--- config.mk ---
export PLATFORM = sky130hd
export DESIGN_NAME = rgbww_slew_limited_dimmer
export DESIGN_NICKNAME = d
export VERILOG_FILES = /design/src/design/rgbww_sld_pkg.sv /design/src/design/rgbww_slew_limited_dimmer.sv
export VERILOG_INCLUDE_DIRS = /design/src /design/src/design
export SDC_FILE = /design/constraint.sdc
export NUM_CORES = 2
export LEC_CHECK = 0
export BUFFER_PORTS_ARGS = -buffer_cell sky130_fd_sc_hd__buf_2
export CORE_MARGIN = 3
export CORE_UTILIZATION = 64
export CTS_CLUSTER_SIZE = 10
export DETAILED_ROUTE_END_ITERATION = 12
export HOLD_SLACK_MARGIN = 0.08
export PLACE_DENSITY = 0.89
export SETUP_SLACK_MARGIN = 0.2
export SLEW_MARGIN = 10
export SYNTH_ARGS = -nofsm -noshare
export SYNTH_HDL_FRONTEND = slang
export SYNTH_SLANG_ARGS = --single-unit
--- constraint.sdc ---
create_clock -name clk -period 7.91 [get_ports clk]
set_input_delay 0.3955 -clock clk [delete_from_list [all_inputs] [get_ports clk]]
set_output_delay 0.3955 -clock clk [all_outputs]
set_load 0.1 [all_outputs]
--- src/design/rgbww_slew_limited_dimmer_defines.svh ---
// Assertion helpers shared by the dimmer RTL.
// Every property is clocked on clk and held off while rst_n is low.
`ifndef RGBWW_SLEW_LIMITED_DIMMER_DEFINES_SVH
`define RGBWW_SLEW_LIMITED_DIMMER_DEFINES_SVH

// Same-cycle implication.
`define RGBWW_SLD_ASSERT_IMP(lbl, ante, cons, msg) \
    lbl: assert property (@(posedge clk) disable iff (!rst_n) (ante) |-> (cons)) else $error(msg);

// Next-cycle implication.
`define RGBWW_SLD_ASSERT_NXT(lbl, ante, cons, msg) \
    lbl: assert property (@(posedge clk) disable iff (!rst_n) (ante) |=> (cons)) else $error(msg);

`endif

--- src/design/rgbww_sld_pkg.sv ---
`timescale 1ns / 1ps

package rgbww_sld_pkg;

    localparam int DUTY_W  = 10;
    localparam int LEVEL_W = 10;
    localparam int CT_W    = 9;
    localparam int COLOR_W = 8;
    localparam int CFG_IDX_W  = 3;
    localparam int CFG_DATA_W = 10;
    localparam int PROD_W  = 18;
    localparam int RECIP_W = 19;
    localparam int WIDE_W  = PROD_W + RECIP_W;
    localparam int RECIP_SH = 26;

    localparam logic [DUTY_W-1:0] FADE_STEP = 10'd25;

    localparam logic [CT_W-1:0] CT_MIN = 9'd154;
    localparam logic [CT_W-1:0] CT_MID = 9'd327;
    localparam logic [CT_W-1:0] CT_MAX = 9'd500;

    localparam logic [LEVEL_W-1:0] RGB_LEVEL_RST = 10'd1023;

    // ceil(2^26 / 173) and ceil(2^26 / 255); exact floor division for
    // every 18-bit product this block can form.
    localparam logic [RECIP_W-1:0] RECIP_173 = 19'd387913;
    localparam logic [RECIP_W-1:0] RECIP_255 = 19'd263173;

    localparam logic [CFG_IDX_W-1:0] REG_WHITE_ON    = 3'd0;
    localparam logic [CFG_IDX_W-1:0] REG_WHITE_LEVEL = 3'd1;
    localparam logic [CFG_IDX_W-1:0] REG_COLOR_TEMP  = 3'd2;
    localparam logic [CFG_IDX_W-1:0] REG_RGB_ON      = 3'd3;
    localparam logic [CFG_IDX_W-1:0] REG_RGB_LEVEL   = 3'd4;
    localparam logic [CFG_IDX_W-1:0] REG_RED         = 3'd5;
    localparam logic [CFG_IDX_W-1:0] REG_GREEN       = 3'd6;
    localparam logic [CFG_IDX_W-1:0] REG_BLUE        = 3'd7;

    typedef logic [DUTY_W-1:0] duty_t;

    // Floor division of a product by a constant through its reciprocal.
    function automatic duty_t recip_div(input logic [PROD_W-1:0] x,
                                        input logic [RECIP_W-1:0] recip);
        logic [WIDE_W-1:0] p;
        begin
            p = {{RECIP_W{1'b0}}, x} * {{PROD_W{1'b0}}, recip};
            return p[RECIP_SH +: DUTY_W];
        end
    endfunction

    // Move one step toward the target, snap once within a step.
    function automatic duty_t slew_step(input duty_t now, input duty_t tgt);
        logic [DUTY_W:0] up;
        logic [DUTY_W:0] lim;
        begin
            up  = {1'b0, now} + {1'b0, FADE_STEP};
            lim = {1'b0, tgt} + {1'b0, FADE_STEP};
            if (up < {1'b0, tgt})
                return up[DUTY_W-1:0];
            else if ({1'b0, now} > lim)
                return now - FADE_STEP;
            else
                return tgt;
        end
    endfunction

    function automatic logic within_step(input duty_t a, input duty_t b);
        begin
            return (a > b) ? ((a - b) <= FADE_STEP) : ((b - a) <= FADE_STEP);
        end
    endfunction

endpackage

--- src/design/rgbww_slew_limited_dimmer.sv ---
`timescale 1ns / 1ps
`include "rgbww_slew_limited_dimmer_defines.svh"

// Five-channel slew-limited dimmer (red, green, blue, warm, cold). Each input
// beat carries a tick bit; each beat yields exactly one output beat with the
// five 10-bit duties as they stand after that beat. A tick of 1 moves every
// duty 25 counts toward its target (snapping once within 25); a tick of 0
// only reports. One beat is accepted per clock cycle unless back-pressure on
// m_tready fills the stages; the rate is set by the update loop on the duty
// registers. An accepted beat passes two input stages, then the duty update
// into the output register. Targets are derived from the configuration
// registers by a free-running two-stage pipeline (products, then reciprocal
// division), so a write is seen by every beat accepted in a later cycle.
// Color temperature is clamped to 154..500 mireds; the user must make writes
// only while no beat is in flight, and the block itself does not enforce this.
module rgbww_slew_limited_dimmer
(
    input  logic                                  clk,
    input  logic                                  rst_n,
    // config write port
    input  logic                                  cfg_we,
    input  logic [rgbww_sld_pkg::CFG_IDX_W-1:0]   cfg_index,
    input  logic [rgbww_sld_pkg::CFG_DATA_W-1:0]  cfg_data,
    // input stream
    input  logic                                  s_tvalid,
    output logic                                  s_tready,
    input  logic [7:0]                            s_tdata,  // [0] tick, [7:1] zero
    // output stream
    output logic                                  m_tvalid,
    input  logic                                  m_tready,
    // [9:0] red_duty, [19:10] green_duty, [29:20] blue_duty,
    // [39:30] warm_duty, [49:40] cold_duty, [55:50] zero
    output logic [55:0]                           m_tdata
);
    import rgbww_sld_pkg::*;

    // ---------------------------------------------------------------
    // Configuration registers
    // ---------------------------------------------------------------
    logic                white_on_reg;
    logic [LEVEL_W-1:0]  white_level_reg;
    logic [CT_W-1:0]     color_temp_reg;
    logic                rgb_on_reg;
    logic [LEVEL_W-1:0]  rgb_level_reg;
    logic [COLOR_W-1:0]  red_value_reg;
    logic [COLOR_W-1:0]  green_value_reg;
    logic [COLOR_W-1:0]  blue_value_reg;

    always_ff @(posedge clk or negedge rst_n)
    begin
        if (!rst_n)
        begin
            white_on_reg    <= 1'b0;
            white_level_reg <= '0;
            color_temp_reg  <= CT_MID;
            rgb_on_reg      <= 1'b0;
            rgb_level_reg   <= RGB_LEVEL_RST;
            red_value_reg   <= '0;
            green_value_reg <= '0;
            blue_value_reg  <= '0;
        end
        else if (cfg_we)
        begin
            unique case (cfg_index)
                REG_WHITE_ON:    white_on_reg    <= cfg_data[0];
                REG_WHITE_LEVEL: white_level_reg <= cfg_data[LEVEL_W-1:0];
                REG_COLOR_TEMP:  color_temp_reg  <= cfg_data[CT_W-1:0];
                REG_RGB_ON:      rgb_on_reg      <= cfg_data[0];
                REG_RGB_LEVEL:   rgb_level_reg   <= cfg_data[LEVEL_W-1:0];
                REG_RED:         red_value_reg   <= cfg_data[COLOR_W-1:0];
                REG_GREEN:       green_value_reg <= cfg_data[COLOR_W-1:0];
                REG_BLUE:        blue_value_reg  <= cfg_data[COLOR_W-1:0];
                default:         ;
            endcase
        end
    end

    // ---------------------------------------------------------------
    // Target pipeline, stage A: clamp the color temperature and form
    // the products. At or below the midpoint warm takes the full level
    // and cold is scaled by (ct-154); at the midpoint that scale is 173,
    // which gives the full level too. Above it the roles swap.
    // ---------------------------------------------------------------
    logic [CT_W-1:0]     ct_clamp;
    logic                warm_full_next;
    logic [COLOR_W-1:0]  ct_scale;
    logic [PROD_W-1:0]   white_prod_next;
    logic [PROD_W-1:0]   red_prod_next;
    logic [PROD_W-1:0]   green_prod_next;
    logic [PROD_W-1:0]   blue_prod_next;

    always_comb
    begin
        if (color_temp_reg < CT_MIN)
            ct_clamp = CT_MIN;
        else if (color_temp_reg > CT_MAX)
            ct_clamp = CT_MAX;
        else
            ct_clamp = color_temp_reg;
        warm_full_next = (ct_clamp <= CT_MID);
        if (warm_full_next)
            ct_scale = COLOR_W'(ct_clamp - CT_MIN);
        else
            ct_scale = COLOR_W'(CT_MAX - ct_clamp);
        white_prod_next = PROD_W'(ct_scale) * PROD_W'(white_level_reg);
        red_prod_next   = PROD_W'(red_value_reg) * PROD_W'(rgb_level_reg);
        green_prod_next = PROD_W'(green_value_reg) * PROD_W'(rgb_level_reg);
        blue_prod_next  = PROD_W'(blue_value_reg) * PROD_W'(rgb_level_reg);
    end

    logic                white_on_a_reg;
    logic                rgb_on_a_reg;
    logic                warm_full_reg;
    logic [LEVEL_W-1:0]  white_level_a_reg;
    logic [PROD_W-1:0]   white_prod_reg;
    logic [PROD_W-1:0]   red_prod_reg;
    logic [PROD_W-1:0]   green_prod_reg;
    logic [PROD_W-1:0]   blue_prod_reg;

    always_ff @(posedge clk or negedge rst_n)
    begin
        if (!rst_n)
        begin
            white_on_a_reg <= 1'b0;
            rgb_on_a_reg   <= 1'b0;
        end
        else
        begin
            white_on_a_reg <= white_on_reg;
            rgb_on_a_reg   <= rgb_on_reg;
        end
    end

    always_ff @(posedge clk)
    begin
        warm_full_reg     <= warm_full_next;
        white_level_a_reg <= white_level_reg;
        white_prod_reg    <= white_prod_next;
        red_prod_reg      <= red_prod_next;
        green_prod_reg    <= green_prod_next;
        blue_prod_reg     <= blue_prod_next;
    end

    // ---------------------------------------------------------------
    // Target pipeline, stage B: divide by the reciprocal, gate by the
    // on flags.
    // ---------------------------------------------------------------
    duty_t white_scaled;
    duty_t red_tgt_next;
    duty_t green_tgt_next;
    duty_t blue_tgt_next;
    duty_t warm_tgt_next;
    duty_t cold_tgt_next;

    always_comb
    begin
        white_scaled   = recip_div(white_prod_reg, RECIP_173);
        red_tgt_next   = rgb_on_a_reg ? recip_div(red_prod_reg, RECIP_255) : '0;
        green_tgt_next = rgb_on_a_reg ? recip_div(green_prod_reg, RECIP_255) : '0;
        blue_tgt_next  = rgb_on_a_reg ? recip_div(blue_prod_reg, RECIP_255) : '0;
        if (!white_on_a_reg)
        begin
            warm_tgt_next = '0;
            cold_tgt_next = '0;
        end
        else if (warm_full_reg)
        begin
            warm_tgt_next = white_level_a_reg;
            cold_tgt_next = white_scaled;
        end
        else
        begin
            warm_tgt_next = white_scaled;
            cold_tgt_next = white_level_a_reg;
        end
    end

    duty_t red_tgt_reg;
    duty_t green_tgt_reg;
    duty_t blue_tgt_reg;
    duty_t warm_tgt_reg;
    duty_t cold_tgt_reg;

    always_ff @(posedge clk)
    begin
        red_tgt_reg   <= red_tgt_next;
        green_tgt_reg <= green_tgt_next;
        blue_tgt_reg  <= blue_tgt_next;
        warm_tgt_reg  <= warm_tgt_next;
        cold_tgt_reg  <= cold_tgt_next;
    end

    // ---------------------------------------------------------------
    // Beat path: two input stages, then the duty update. Each stage
    // loads when it is empty or its contents move on, so input beats can
    // still fill empty stages while a result waits at the output.
    // ---------------------------------------------------------------
    logic v1_reg;
    logic tick1_reg;
    logic v2_reg;
    logic tick2_reg;
    logic out_valid_reg;
    logic out_ready;
    logic st2_ready;
    logic st1_ready;
    logic update;

    assign out_ready = !out_valid_reg || m_tready;
    assign st2_ready = !v2_reg || out_ready;
    assign st1_ready = !v1_reg || st2_ready;
    assign update    = v2_reg && out_ready;
    assign s_tready  = st1_ready;

    always_ff @(posedge clk or negedge rst_n)
    begin
        if (!rst_n)
        begin
            v1_reg        <= 1'b0;
            v2_reg        <= 1'b0;
            out_valid_reg <= 1'b0;
        end
        else
        begin
            if (st1_ready)
                v1_reg <= s_tvalid;
            if (st2_ready)
                v2_reg <= v1_reg;
            if (out_ready)
                out_valid_reg <= v2_reg;
        end
    end

    always_ff @(posedge clk)
    begin
        // hold the tick with its beat
        if (s_tvalid && st1_ready)
            tick1_reg <= s_tdata[0];
        if (v1_reg && st2_ready)
            tick2_reg <= tick1_reg;
    end

    // ---------------------------------------------------------------
    // Duty state; it doubles as the output data register, since a
    // result is the state right after its beat.
    // ---------------------------------------------------------------
    duty_t red_now_reg;
    duty_t green_now_reg;
    duty_t blue_now_reg;
    duty_t warm_now_reg;
    duty_t cold_now_reg;
    duty_t red_now_next;
    duty_t green_now_next;
    duty_t blue_now_next;
    duty_t warm_now_next;
    duty_t cold_now_next;

    always_comb
    begin
        red_now_next   = slew_step(red_now_reg, red_tgt_reg);
        green_now_next = slew_step(green_now_reg, green_tgt_reg);
        blue_now_next  = slew_step(blue_now_reg, blue_tgt_reg);
        warm_now_next  = slew_step(warm_now_reg, warm_tgt_reg);
        cold_now_next  = slew_step(cold_now_reg, cold_tgt_reg);
    end

    always_ff @(posedge clk or negedge rst_n)
    begin
        if (!rst_n)
        begin
            red_now_reg   <= '0;
            green_now_reg <= '0;
            blue_now_reg  <= '0;
            warm_now_reg  <= '0;
            cold_now_reg  <= '0;
        end
        else if (update && tick2_reg)
        begin
            red_now_reg   <= red_now_next;
            green_now_reg <= green_now_next;
            blue_now_reg  <= blue_now_next;
            warm_now_reg  <= warm_now_next;
            cold_now_reg  <= cold_now_next;
        end
    end

    assign m_tvalid = out_valid_reg;
    assign m_tdata  = {6'b0, cold_now_reg, warm_now_reg, blue_now_reg,
                       green_now_reg, red_now_reg};

    // ---------------------------------------------------------------
    // Assertions
    // ---------------------------------------------------------------
    logic steps_ok;

    assign steps_ok = within_step(red_now_reg, red_now_next)
                   && within_step(green_now_reg, green_now_next)
                   && within_step(blue_now_reg, blue_now_next)
                   && within_step(warm_now_reg, warm_now_next)
                   && within_step(cold_now_reg, cold_now_next);

    `RGBWW_SLD_ASSERT_IMP(a_slew_bounded, update && tick2_reg, steps_ok, "duty moved more than one step")
    `RGBWW_SLD_ASSERT_NXT(a_idle_tick_holds, update && !tick2_reg, $stable(m_tdata), "duty changed on a zero tick")
    `RGBWW_SLD_ASSERT_IMP(a_full_pipe_stalls, v1_reg && v2_reg && out_valid_reg && !m_tready, !s_tready, "input taken into a full pipeline")
    `RGBWW_SLD_ASSERT_NXT(a_white_off_zero, !white_on_a_reg, warm_tgt_reg == '0 && cold_tgt_reg == '0, "white target nonzero while white is off")

endmodule
== Yosys cells after proc, flatten, opt, wreduce, memory -nomap -nowiden ==
Index checks and enable logic that the tools add are counted.
Cells by class
  mux-type cells: 15
  $lt $le $gt $ge: 13
  reductions and logical operators: 19
  add/sub/neg operators: 17
  multipliers: 8
  equality and inequality tests: 7
Operators with widths (count)
  18-bit by 19-bit multiplier with 36-bit output (second input constant): 4
  10-bit 2-to-1 mux: 12
  10-bit by 5-bit adder with 11-bit output (second input constant): 10
  8-bit by 10-bit multiplier with 18-bit output: 4
  10-bit by 11-bit > comparator with 1-bit output: 5
  11-bit by 10-bit < comparator with 1-bit output: 5
  10-bit by 5-bit subtractor with 10-bit output (second input constant): 5
  9-bit 2-to-1 mux: 2
  2-bit AND reduction: 8
  3-bit equality test (second input constant): 4
  9-bit > comparator (second input constant): 1
  9-bit less-or-equal comparator (second input constant): 1
  9-bit by 8-bit < comparator with 1-bit output (second input constant): 1
  8-bit 2-to-1 mux: 1
  8-bit subtractor (first input constant): 1
  8-bit subtractor (second input constant): 1
  3-bit by 2-bit equality test with 1-bit output (second input constant): 2
  1-bit logical AND: 4
  3-bit by 1-bit equality test with 1-bit output (second input constant): 1
  1-bit logical NOT: 3
  3-bit logical NOT: 1
  1-bit logical OR: 3
Storage, ports and cells
  register bits after elaboration: 245
  input bits: 26

== Depth between registers and ports, before layout ==
  depth after elaboration: 6
  mapped depth: 32

== Least setup slack after synthesis ==
Ideal clock, no wire load.
  path kind: register to register
  start point: register color_temp_reg[6]
  end point: register white_prod_reg[16]
  data required time: 7.804 ns
  data arrival time: 6.447 ns
  period minus slack after synthesis: 6.553 ns
  path slack: 1.357 ns
  stages on the path, launching flop included: 29
  cells stage by stage: dfstp_2 -> and3_1 -> and3_1 -> clkbuf_2 -> o21ai_0 -> and3_1 -> clkbuf_1 -> ha_1 -> nand2_1 -> a31o_2 -> a21oi_1 -> nor2_1 -> clkinv_2 -> a31oi_1 -> o22ai_1 -> xor2_1 -> and2_1 -> fa_1 -> fa_1 -> fa_1 -> inv_1 -> fa_1 -> inv_1 -> ha_1 -> a21o_1 -> a31o_2 -> a41oi_1 -> a211oi_1 -> o311ai_0
On the way
  cells in the longest elaborated chain, start to end: 6
  elaborated cells between the ends (all ways): 9
Ends and longest elaborated chain
  from (decl): RTL line rgbww_slew_limited_dimmer.sv:42  | logic [CT_W-1:0] color_temp_reg;
  from (signal assigned): RTL line rgbww_slew_limited_dimmer.sv:67  | REG_COLOR_TEMP: color_temp_reg <= cfg_data[CT_W-1:0];
  9-bit > comparator: RTL line rgbww_slew_limited_dimmer.sv:96  | else if (color_temp_reg > CT_MAX)
  9-bit 2-to-1 mux: RTL line rgbww_slew_limited_dimmer.sv:96
  9-bit 2-to-1 mux *: RTL line rgbww_slew_limited_dimmer.sv:94  | if (color_temp_reg < CT_MIN)
  9-bit less-or-equal comparator *: RTL line rgbww_slew_limited_dimmer.sv:100  | warm_full_next = (ct_clamp <= CT_MID);
  via warm_full_next: RTL line rgbww_slew_limited_dimmer.sv:85  | logic warm_full_next;
  8-bit 2-to-1 mux *: RTL line rgbww_slew_limited_dimmer.sv:101  | if (warm_full_next)
  8-bit by 10-bit multiplier with 18-bit output *: RTL line rgbww_slew_limited_dimmer.sv:105  | white_prod_next = PROD_W'(ct_scale) * PROD_W'(white_level_reg);
  via white_prod_next[16]: RTL line rgbww_slew_limited_dimmer.sv:87  | logic [PROD_W-1:0] white_prod_next;
  to (signal assigned): RTL line rgbww_slew_limited_dimmer.sv:138  | white_prod_reg <= white_prod_next;
  to (decl): RTL line rgbww_slew_limited_dimmer.sv:115  | logic [PROD_W-1:0] white_prod_reg;
The timed path passes the listed nets; every way through them passes the cells marked *.
A chain may end at the register's enable or synchronous reset.

== Worst setup path after layout ==
  start point: register color_temp_reg[6]
  end point: register white_prod_reg[17]
The elaborated chain is that of the path after synthesis.

==> results.cfg <==
[clock_tree]
clk_pin_slew_worst_paths_ps = 50
cts_buffer_depth = 3
clock_sink_count = 245
ctsRootBufferMaster = sky130_fd_sc_hd__clkbuf_16
tritoncts_clock_tree = yes
tritoncts.num_buffers = 34
clock_latency_ps = 550
ctsHtreeMaxLevel = 2

[cells_and_area]
diodes = 0
mostFrequentLayoutCell = sky130_fd_sc_hd__ha_1
utilization = 0.687
final-instance-count-excl-fill = 4501
fraction_of_final_layout_cells_with_drive_strength_greater_than_1 = 0.0612
num-nets-final = 4852
layout.filler_cells = 3622
top_library_cells_by_usage_in_the_layout_fill_and_taps_aside = sky130_fd_sc_hd__ha_1, sky130_fd_sc_hd__inv_1, sky130_fd_sc_hd__fa_1
syn2layout_area_growth_pct = 5.92

[setup_path]
crit_fanout = 12
critical-path-slowest-cell = sky130_fd_sc_hd__dfstp_2
path_common_cell = sky130_fd_sc_hd__fa_1
critPathArrivalTime_ps = 7510
worstPathRequired_ps = 8370
reg2reg_setup_slack_ps = 850
timing.reg2reg.worst_path_depth = 28
crit_path_start = color_temp_reg[6]$_DFFE_PN1P_
critical_path_class = reg2reg
worstSetupEndpointType = flip-flop
timing.critical_path.from_type = flip-flop
cp_slowest_stage_delay_ps = 580
regToRegEndpoint = white_prod_reg[17]$_DFF_P_
timing.rr.start = color_temp_reg[6]$_DFFE_PN1P_

[worst_hold_path]
min_delay_path_depth = 2
min_to = rgb_level_reg[9]$_DFFE_PN1P_
type_of_the_worst_min_delay_path = in2reg
hp-start = cfg_data[9]

[drt]
viasPerCell = 6.09
drt_drc_violations_left = 0
drt-pass1-iter-count = 5
drt-initial-drc-count = 2116
via_count = 27400
routed_wire_length_per_instance_um = 18.5
postRouteAntennaNets = 0
totalWireLength_um = 83400

[synthesis]
seq_area_frac_synth = 0.157
ys_types = 82
synth_compound_area_frac = 0.100
synth_top_area_share = 0.248
synth_register_bits = 245
yosysWarnings = 0
synth_async_sr_flop_share = 0.449
synth-main-ff-cell = sky130_fd_sc_hd__dfxtp_1
synth_enable_flop_cells = 2
synth_top_family_by_area = adder cells
synth_simple_gate_area_share = 0.138
synthesis.area_um2 = 35000
syn_area_per_cell_um2 = 9.27
synth_area_leader_cell = sky130_fd_sc_hd__ha_1
fraction_of_the_mapped_netlist_area_in_adder_cells = 0.450
synth.area.top_cells = sky130_fd_sc_hd__ha_1, sky130_fd_sc_hd__fa_1, sky130_fd_sc_hd__dfxtp_1
muxShareOfSynthArea = 0.0291
synth_area_in_xor_xnor = 0.0448
syn_inst = 3773

[timing]
final.period_utilization = 0.892
grt_setup_unrepaired = no
totalNegativeSetupSlack_ps = 0
final_skew_ps = 16.9
max_freq_mhz = 142
setup_slack_ps = 851
slew_violations = 0
finalHoldViolations = 0
timing.final.crit_period_ps = 7060
setup_violators_final = 0
max-slew-margin-rel = 0.370
timing_worst_slew_pin_value_ps = 945

[run_status]
outcome = finished clean

[grt]
antenna_found_initial = 0
grt_first_pass_wirelength_um = 139000
global_route.usage.total = 0.296
grt_max_degree = 63
grt_pass1_vias = 28665
grt_overflow = 0

[floorplanning]
dieWidth_um = 240
floorplan.initialDensity = 0.648
coreArea_um2 = 53900
die_h_um = 240
top_level_ports = 84
design.die.area_um2 = 57500
number_of_placement_rows = 85

[place]
place.port_buffers = 70
post-place-ws_ps = 661
dp_hpwl_um = 64100
numPlacedInstances = 4437
gpl.final_weighted_congestion = 0.945

[run]
max_cap_violations = 0
==> critical path, delay by kind of cell (launching register included) <==
family	cells	cell delay [ps]
flip-flops	1	580
AO/OA/AOI/OAI	9	1640
buffers and inverters	4	320
AND/OR/NAND/NOR	8	1520
XOR/XNOR	1	380
adder cells (fa/ha/maj)	6	2510
==> repair_timing <==
item | 4_1_cts | 5_1_grt
endpoints found under the setup margin | 0 | 5
hold buffers | 4 | 0
gates resized for setup | 0 | 6
setup buffers | 0 | 0
endpoints found under the hold margin | 51 | 0
==> how the worst max path moves through the flow <==
stage	endpoint	slack (ps)	cells past startpoint
after floorplan	white_prod_reg[16]$_DFF_P_	1360	28
after global placement	white_prod_reg[16]$_DFF_P_	770	26
after detailed placement	white_prod_reg[17]$_DFF_P_	660	28
after CTS	white_prod_reg[17]$_DFF_P_	510	28
after global routing	white_prod_reg[17]$_DFF_P_	320	28
final	white_prod_reg[17]$_DFF_P_	850	28
==> Yosys cell counts (13+ instances only) <==
cell	instances
sky130_fd_sc_hd__a211oi_1	25
sky130_fd_sc_hd__a21o_1	33
sky130_fd_sc_hd__a21oi_1	130
sky130_fd_sc_hd__a31o_2	13
sky130_fd_sc_hd__a31oi_1	30
sky130_fd_sc_hd__and2_1	202
sky130_fd_sc_hd__and3_1	27
sky130_fd_sc_hd__clkbuf_1	93
sky130_fd_sc_hd__dfrtp_1	95
sky130_fd_sc_hd__dfstp_2	15
sky130_fd_sc_hd__dfxtp_1	133
sky130_fd_sc_hd__fa_1	352
sky130_fd_sc_hd__ha_1	693
sky130_fd_sc_hd__inv_1	619
sky130_fd_sc_hd__mux2_2	53
sky130_fd_sc_hd__mux2i_1	42
sky130_fd_sc_hd__nand2_1	248
sky130_fd_sc_hd__nand2b_1	34
sky130_fd_sc_hd__nand3_1	76
sky130_fd_sc_hd__nand4_1	35
sky130_fd_sc_hd__nor2_1	134
sky130_fd_sc_hd__nor2b_1	53
sky130_fd_sc_hd__nor3_1	60
sky130_fd_sc_hd__nor3b_1	14
sky130_fd_sc_hd__o211ai_1	30
sky130_fd_sc_hd__o21a_1	24
sky130_fd_sc_hd__o21ai_0	109
sky130_fd_sc_hd__or3_1	19
sky130_fd_sc_hd__xnor2_1	132
sky130_fd_sc_hd__xor2_1	47
==> through the flow <==
step / area [um^2] / hold slack, ps
final: 37000 / 100
after global routing: 37000 / 105
after CTS: 37000 / 80.7
after detailed placement: 35800 / 372
after global placement: 35800 / 362
after floorplan: 35000 / 99.9
==> kinds of logic (layout without fill, tap and decap cells) <==
kind of cell | count (synthesis) | count (layout)
adder cells (fa/ha/maj) | 1045 | 1045
buffers and inverters | 740 | 767
AO/OA/AOI/OAI | 526 | 526
AND/OR/NAND/NOR | 942 | 942
multiplexers | 95 | 95
XOR/XNOR | 179 | 179
flip-flops | 245 | 245
other | 1 | 6
==> layer usage <==
layer	track usage	up-vias	part of all wire
li1	-	12638	-
met1	0.371	13435	0.41
met2	0.503	1044	0.48
met3	0.0585	283	0.075
met4	0.118	0	0.039
met5	0	-	0
==> final cells by class <==
cell class / instances / area [um^2] / area share
Clock buffer: 52 / 1050 / 0.0284
Clock inverter: 8 / 92.6 / 0.00250
Inverter: 621 / 2330 / 0.0630
Multi-Input combinational cell: 2793 / 26700 / 0.721
Sequential cell: 245 / 5490 / 0.148
Tap cell: 696 / 871 / 0.0235
Timing Repair Buffer: 86 / 483 / 0.0130
Power is not shown: default switching activity piles up to over one toggle a cycle in this logic, so the estimate is an artifact.
